--- config.mk ---
export PLATFORM = sky130hd
export DESIGN_NAME = gsa_front
export DESIGN_NICKNAME = d
export VERILOG_FILES = /design/src/design/gsa_pkg.sv /design/src/design/gsa_front.sv
export SDC_FILE = /design/constraint.sdc
export NUM_CORES = 1
export LEC_CHECK = 0
export ABC_AREA = 0
export ABC_CLOCK_PERIOD_IN_PS = 3500
export BUFFER_PORTS_ARGS = -buffer_cell sky130_fd_sc_hd__buf_2
export CAP_MARGIN = 20
export CORE_MARGIN = 2
export CORE_UTILIZATION = 40
export CTS_CLUSTER_SIZE = 28
export DETAILED_ROUTE_END_ITERATION = 8
export HOLD_SLACK_MARGIN = 0.02
export PLACE_DENSITY_LB_ADDON = 0.3
export RECOVER_POWER = 50
export SYNTH_ARGS = -nofsm -noshare
export SYNTH_HDL_FRONTEND = slang
export SYNTH_SLANG_ARGS = --single-unit
--- constraint.sdc ---
create_clock -name clk -period 3.5 [get_ports clk]
set_input_delay 0 -clock clk [delete_from_list [all_inputs] [get_ports clk]]
set_output_delay 0 -clock clk [all_outputs]
set_load 0.005 [all_outputs]
--- src/design/gsa_pkg.sv ---
`timescale 1ns / 1ps
// shared types and constants of the generational slot allocator
package gsa_pkg;

	localparam int SLOTS_DEF    = 1024;
	localparam int GEN_W        = 16;
	localparam int HANDLE_W     = 32;
	localparam int SLOT_FIELD_W = 16;
	localparam int COUNT_W      = 11;
	localparam int STATUS_W     = 3;
	localparam int KIND_W       = 2;
	localparam int QDEPTH       = 2;

	localparam logic [COUNT_W-1:0] COUNT_MAX = '1;

	localparam logic [KIND_W-1:0] KIND_ALLOC  = 2'd0;
	localparam logic [KIND_W-1:0] KIND_LOOKUP = 2'd1;
	localparam logic [KIND_W-1:0] KIND_MARK   = 2'd2;
	localparam logic [KIND_W-1:0] KIND_SWEEP  = 2'd3;

	localparam logic [STATUS_W-1:0] ST_OK       = 3'd0;
	localparam logic [STATUS_W-1:0] ST_EMPTY    = 3'd1;
	localparam logic [STATUS_W-1:0] ST_RANGE    = 3'd2;
	localparam logic [STATUS_W-1:0] ST_STALE    = 3'd3;
	localparam logic [STATUS_W-1:0] ST_OVERFLOW = 3'd4;

	typedef struct packed {
		logic [KIND_W-1:0]   kind;
		logic [HANDLE_W-1:0] handle;
		logic                range_err;
	} cmd_t;

endpackage

--- src/design/gsa_front.sv ---
`timescale 1ns / 1ps
// front end: accepts items, checks the slot range and queues commands
module gsa_front #(
	parameter int SLOTS = gsa_pkg::SLOTS_DEF
) (
	input  logic                          clk,
	input  logic                          arst_n,
	input  logic                          in_valid,
	output logic                          in_ready,
	input  logic [gsa_pkg::KIND_W-1:0]    kind,
	input  logic [gsa_pkg::HANDLE_W-1:0]  handle,
	output logic                          cmd_valid,
	output gsa_pkg::cmd_t                 cmd,
	input  logic                          cmd_pop
);
	import gsa_pkg::*;

	localparam int PW = (QDEPTH > 1) ? $clog2(QDEPTH) : 1;
	localparam int CW = $clog2(QDEPTH + 1);
	localparam int RW = SLOT_FIELD_W + 1;

	cmd_t          q_mem [QDEPTH];
	logic [PW-1:0] wr_ptr_q;
	logic [PW-1:0] rd_ptr_q;
	logic [CW-1:0] count_q;
	logic          push;
	cmd_t          new_cmd;

	assign in_ready  = (count_q != CW'(QDEPTH));
	assign push      = in_valid && in_ready;
	assign cmd_valid = (count_q != '0);
	assign cmd       = q_mem[rd_ptr_q];

	always_comb begin
		new_cmd.kind      = kind;
		new_cmd.handle    = handle;
		new_cmd.range_err = (RW'(handle[SLOT_FIELD_W-1:0]) >= RW'(SLOTS));
	end

	always_ff @(posedge clk) begin
		if (push) begin
			q_mem[wr_ptr_q] <= new_cmd;
		end
	end

	always_ff @(posedge clk or negedge arst_n) begin
		if (!arst_n) begin
			wr_ptr_q <= '0;
			rd_ptr_q <= '0;
			count_q  <= '0;
		end else begin
			if (push) begin
				wr_ptr_q <= (wr_ptr_q == PW'(QDEPTH - 1)) ? '0 : wr_ptr_q + 1'b1;
			end
			if (cmd_pop) begin
				rd_ptr_q <= (rd_ptr_q == PW'(QDEPTH - 1)) ? '0 : rd_ptr_q + 1'b1;
			end
			case ({push, cmd_pop})
				2'b10:   count_q <= count_q + 1'b1;
				2'b01:   count_q <= count_q - 1'b1;
				default: count_q <= count_q;
			endcase
		end
	end

endmodule

* Word-level counts from Yosys, hierarchy flattened
Memories as Yosys holds them, arrays and structs flattened.
Index checks and enable logic that the tools add are counted.
** Operators by class
- Add/subtract/negate cells :: 4
- Order comparisons :: 1
- Equal/unequal tests :: 3
- Multiplexer cells :: 5
- Reduce and logical (&&, ||, !) cells :: 3
** Operators with widths (count)
- 16-bit by 11-bit >= comparator with 1-bit output, second input constant :: 1
- 1-bit 2-to-1 mux :: 4
- 2-bit one-hot mux with 2 select lines :: 1
- 2-bit nonzero test :: 2
- 1-bit adder, second input constant :: 2
- 2-bit by 1-bit adder with 2-bit output, second input constant :: 1
- 2-bit by 1-bit == test with 1-bit output, second input constant :: 1
- 2-bit == test, second input constant :: 1
- 2-bit inequality test, second input constant :: 1
- 2-bit by 1-bit subtractor with 2-bit output, second input constant :: 1
- 1-bit logical AND :: 1
** Storage, ports and cells
- Flip-flop bits (word level) :: 4
- RAM bits :: 70
- Bits of input ports :: 38
- Output and inout bits :: 37
- Logic and storage cells :: 20
- Memories kept :: 1
** Memories
- q_mem :: words 2, bits a word 35, rd ports 1, clocked after memory_dff 0, write ports 1, line gsa_front.sv:22 : cmd_t q_mem [QDEPTH];

* Longest topological paths before layout
- Depth in word-level cells :: 4
- Gate-level depth with buffers :: 6
- Mapped depth without buffers :: 6

* Least setup slack after synthesis
No wires, ideal clock.
- Path kind :: register -> register
- Start point :: register count_q[0]
- End point :: memory q_mem[0][0] (netlist name), enable pin
- Data arrival time :: 2.134 ns
- Required time :: 3.073 ns
- Slack :: 0.939 ns
- Cell stages (with the launch flop) :: 4
- Buffers on the path :: 0
- Clock period less this slack :: 2.561 ns
- Path through :: dfrtp_1 > nand2b_1 > nand2_1 > nor2_1
** On the way
- Longest elaborated chain between the ends :: 4
** RTL lines
- start, declared :: line gsa_front.sv:25 : logic [CW-1:0] count_q;
- start signal, assigned :: line gsa_front.sv:59 : 2'b10: count_q <= count_q + 1'b1;
- start signal, assigned :: line gsa_front.sv:60 : 2'b01: count_q <= count_q - 1'b1;
- start signal, assigned :: line gsa_front.sv:61 : default: count_q <= count_q;
- 2-bit inequality test :: line gsa_front.sv:29 : assign in_ready = (count_q != CW'(QDEPTH));
- net in_ready :: line gsa_front.sv:9 : output logic in_ready,
- 1-bit logical AND :: line gsa_front.sv:30 : assign push = in_valid && in_ready;
- 1-bit 2-to-1 mux :: line gsa_front.sv:41 : if (push) begin
- 1-bit 2-to-1 mux (implied by the code) :: line gsa_front.sv:42 : q_mem[wr_ptr_q] <= new_cmd;
- end, declared :: line gsa_front.sv:22
The timed path passes the listed nets, and every way through them passes these cells.

==> flow_summary.toml <==
[clock_tree]
cts_root_buf = "clkbuf_8"
cts_max_level = 3
clkLatencyLatePin_ns = 0.33
cts_buffers = 9
hold_buffers = 37
post_cts_resized = 0
post_cts_buffers = 0
clock_sinks = 74
cts.path.max_buffers = 2
cts.clk_slew.worst_paths_ns = 0.07
tritoncts = "built"

[grt]
grt_pass1_vias = 1601
antenna_found_initial = 0
grt_overflow = 0
grt_max_degree = 37
grt_pass1_wl_mm = 7.238
grt_usage = 0.1271

[power]
seqPwrFrac = 0.466
clock_power_share = 0.254
p_total_uw = 2960
p_comb_frac = 0.280
p_leak_uw = 0.001496
switching_share = 0.2528
p_switching_uw = 748.2
internal_power_uw = 2212
p_per_area_nw_per_um2 = 760.8
worst_ir_drop_vdd_mv = 0.4977

[outcome]
violations = "hold timing, capacitance limit, slew limit"
status = "finished with violations"

[logic_synthesis]
synth.cell_area_um2 = 2877
synthXorXnorAreaFrac = 0.01522
synth_compound_area_frac = 0
synth_mux_area_frac = 0.1749
yosysTopAreaCell = "edfxtp_1"
synth-simple-area-share = 0.01522
synth-adder-area-share = 0.004350
ys_warn_count = 0
syn_avg_cell_area_um2 = 22.47
post_synth_num_cell_types = 15
synth.area.top_cells = "edfxtp_1 (73%), mux2_4 (15%), dfrtp_1 (3.5%), mux2_2 (2.3%), buf_12 (2.1%)"
yosysSeqAreaShare = 0.7656
synth-seq-cells = 74
synth_top_area_frac = 0.7308
netlist_instances = 128
synth_top_family_by_area = "multiplexers"
synth.net_count = 167

[setup_path]
cp_slowest_cell = "dfrtp_1"
worstPathCellList = "mux2_2, buf_2"
crit_fanout = 36
timing.critical_path.from = "rd_ptr_q"
reg2reg_slack_ns = 1.02
cp_data_arrival_time_ns = 2.63
rr_worst_depth = 4
worst_setup_path_end_kind = "primary output"
cpPeakStageDelay_ns = 1.71
regToRegEndpoint = "q_mem[0][30]"
critPathRequiredTime_ns = 3.50
timing.rr.start = "count_q[0]"
start_kind = "register"
critPathCapture = "cmd[21]"
critPathKind = "reg -> out"

[timing]
finalCritPeriodShare = 0.7511
timing.hold.ws_ns = -0.01075
max_freq_ghz = 0.3804
worstMarginPinSlew_ns = 2.015
hold_viol = 1
rsz0062_at_grt = "false"
slew_violations = 54
setup-violations-final = 0
max_slew_margin = -0.3430
fin_crit_ns = 2.629
fin_worst_skew_ns = 0.003170
final.setup.tns_ns = 0

[layout]
antenna_cells = 0
drive_above_1_share = 0.3889
final_nets = 286
most-common-layout-cells = "edfxtp_1 (70), buf_2 (46), dlygate4sd3_1 (37)"
multi_input_area_um2 = 604.3
layout_commonest_cell = "edfxtp_1"
synthToLayoutAreaGrowth_pct = 35.28
n_fill_cell = 574
seqCellArea_um2 = 2202

[die]
ios = 75
rows = 30
die_area_um2 = 7885
die_x_um = 88.80
core_um2 = 6869
start_util = 0.4188
fp.dieH_um = 88.80

[route]
ant_nets = 0
num_vias = 1533
via_per_inst = 4.405
drt_iter0_drc = 44
wl_per_cell_um = 13.76
drc = 0
dr.pass1.iters = 4
wirelength_mm = 4.787

[placement]
routabilityCongestion = 0.6595
place.port_buffers = 74
dpl.hpwl_mm = 2.815

[job]
cap_violations = 2

[hold_path]
min_path_type = "in -> reg"
-- state kept, by name, summed over array words and instances, names as in the netlist --
| name | cells |
|---|---|
| q_mem | 70 |
| count_q | 2 |
| rd_ptr_q | 1 |
| wr_ptr_q | 1 |
-- routing by layer --
metal  vias to the layer above  part of all wire  global-route usage
met1                       732              0.44              0.1438
met3                         6             0.085             0.06343
met5                         -                 0                   0
li1                        735                 -                   -
met4                         0             0.012             0.04132
met2                        60              0.47              0.2103
-- cells by family after synthesis --
family        Yosys count
flops                  74
simple gates            9
fa+ha+maj               1
buf+inv                 4
xor+xnor                5
mux                    35
-- cell type report --
cell class                 instances  share of cell area
sequential                        74              0.5659
timing repair buffer             112              0.1884
multi-input combinational         50              0.1553
clock buffer                       9             0.03183
tap                               96             0.03087
clock inverter                     7             0.02765
-- power by group through the flow --
stage               Sequential [uW]  Clock (uW)  Combinational, uW
finish                         1380         753                828
global route                   1400         809                906
CTS                            1390         771                806
detailed placement             1410           0                771
global placement               1400           0                770
floorplan                      1280           0                655
-- how the worst min path moves through the flow --
stage	slack [ns]	depth (start not counted)	end	startpoint
floorplan	-0.30	0	count_q[0]	arst_n
CTS	0.02	3	wr_ptr_q	in_valid
detailed placement	-0.19	1	count_q[0]	arst_n
finish	-0.01	3	wr_ptr_q	in_valid
global placement	-0.19	1	count_q[1]	arst_n
global route	-0.009	3	wr_ptr_q	in_valid
-- cell usage after synthesis, drive strengths merged --
library cell / n
ha: 1
buf: 4
and3: 1
or2: 1
nand2b: 1
nand2: 2
nor4: 1
nor2: 3
xnor2: 3
xor2: 2
mux2: 35
dfrtp: 4
edfxtp: 70
-- critical path, delay by kind of cell, from the launching register on --
| family | cells | cell delay, ns |
|---|---|---|
| flops | 1 | 1.71 |
| mux | 1 | 0.45 |
| buf+inv | 1 | 0.13 |
-- through the flow --
step / instance area (um^2) / hold slack, ns / util / cells / setup WS (ns)
2_1_floorplan: 2877 / -0.2956 / - / 128 / 0.9387
3_3_place_gp: 3306 / -0.1892 / 0.4812 / 294 / 1.603
3_5_place_dp: 3306 / -0.1876 / 0.4812 / 294 / 1.563
4_1_cts: 3908 / 0.02491 / 0.5689 / 347 / 1.475
5_1_grt: 3891 / -0.008776 / 0.5665 / 348 / 0.7163
6_report: 3891 / -0.01075 / 0.5665 / 348 / 0.8712
Note: power is estimated with default switching activity, not from simulation.
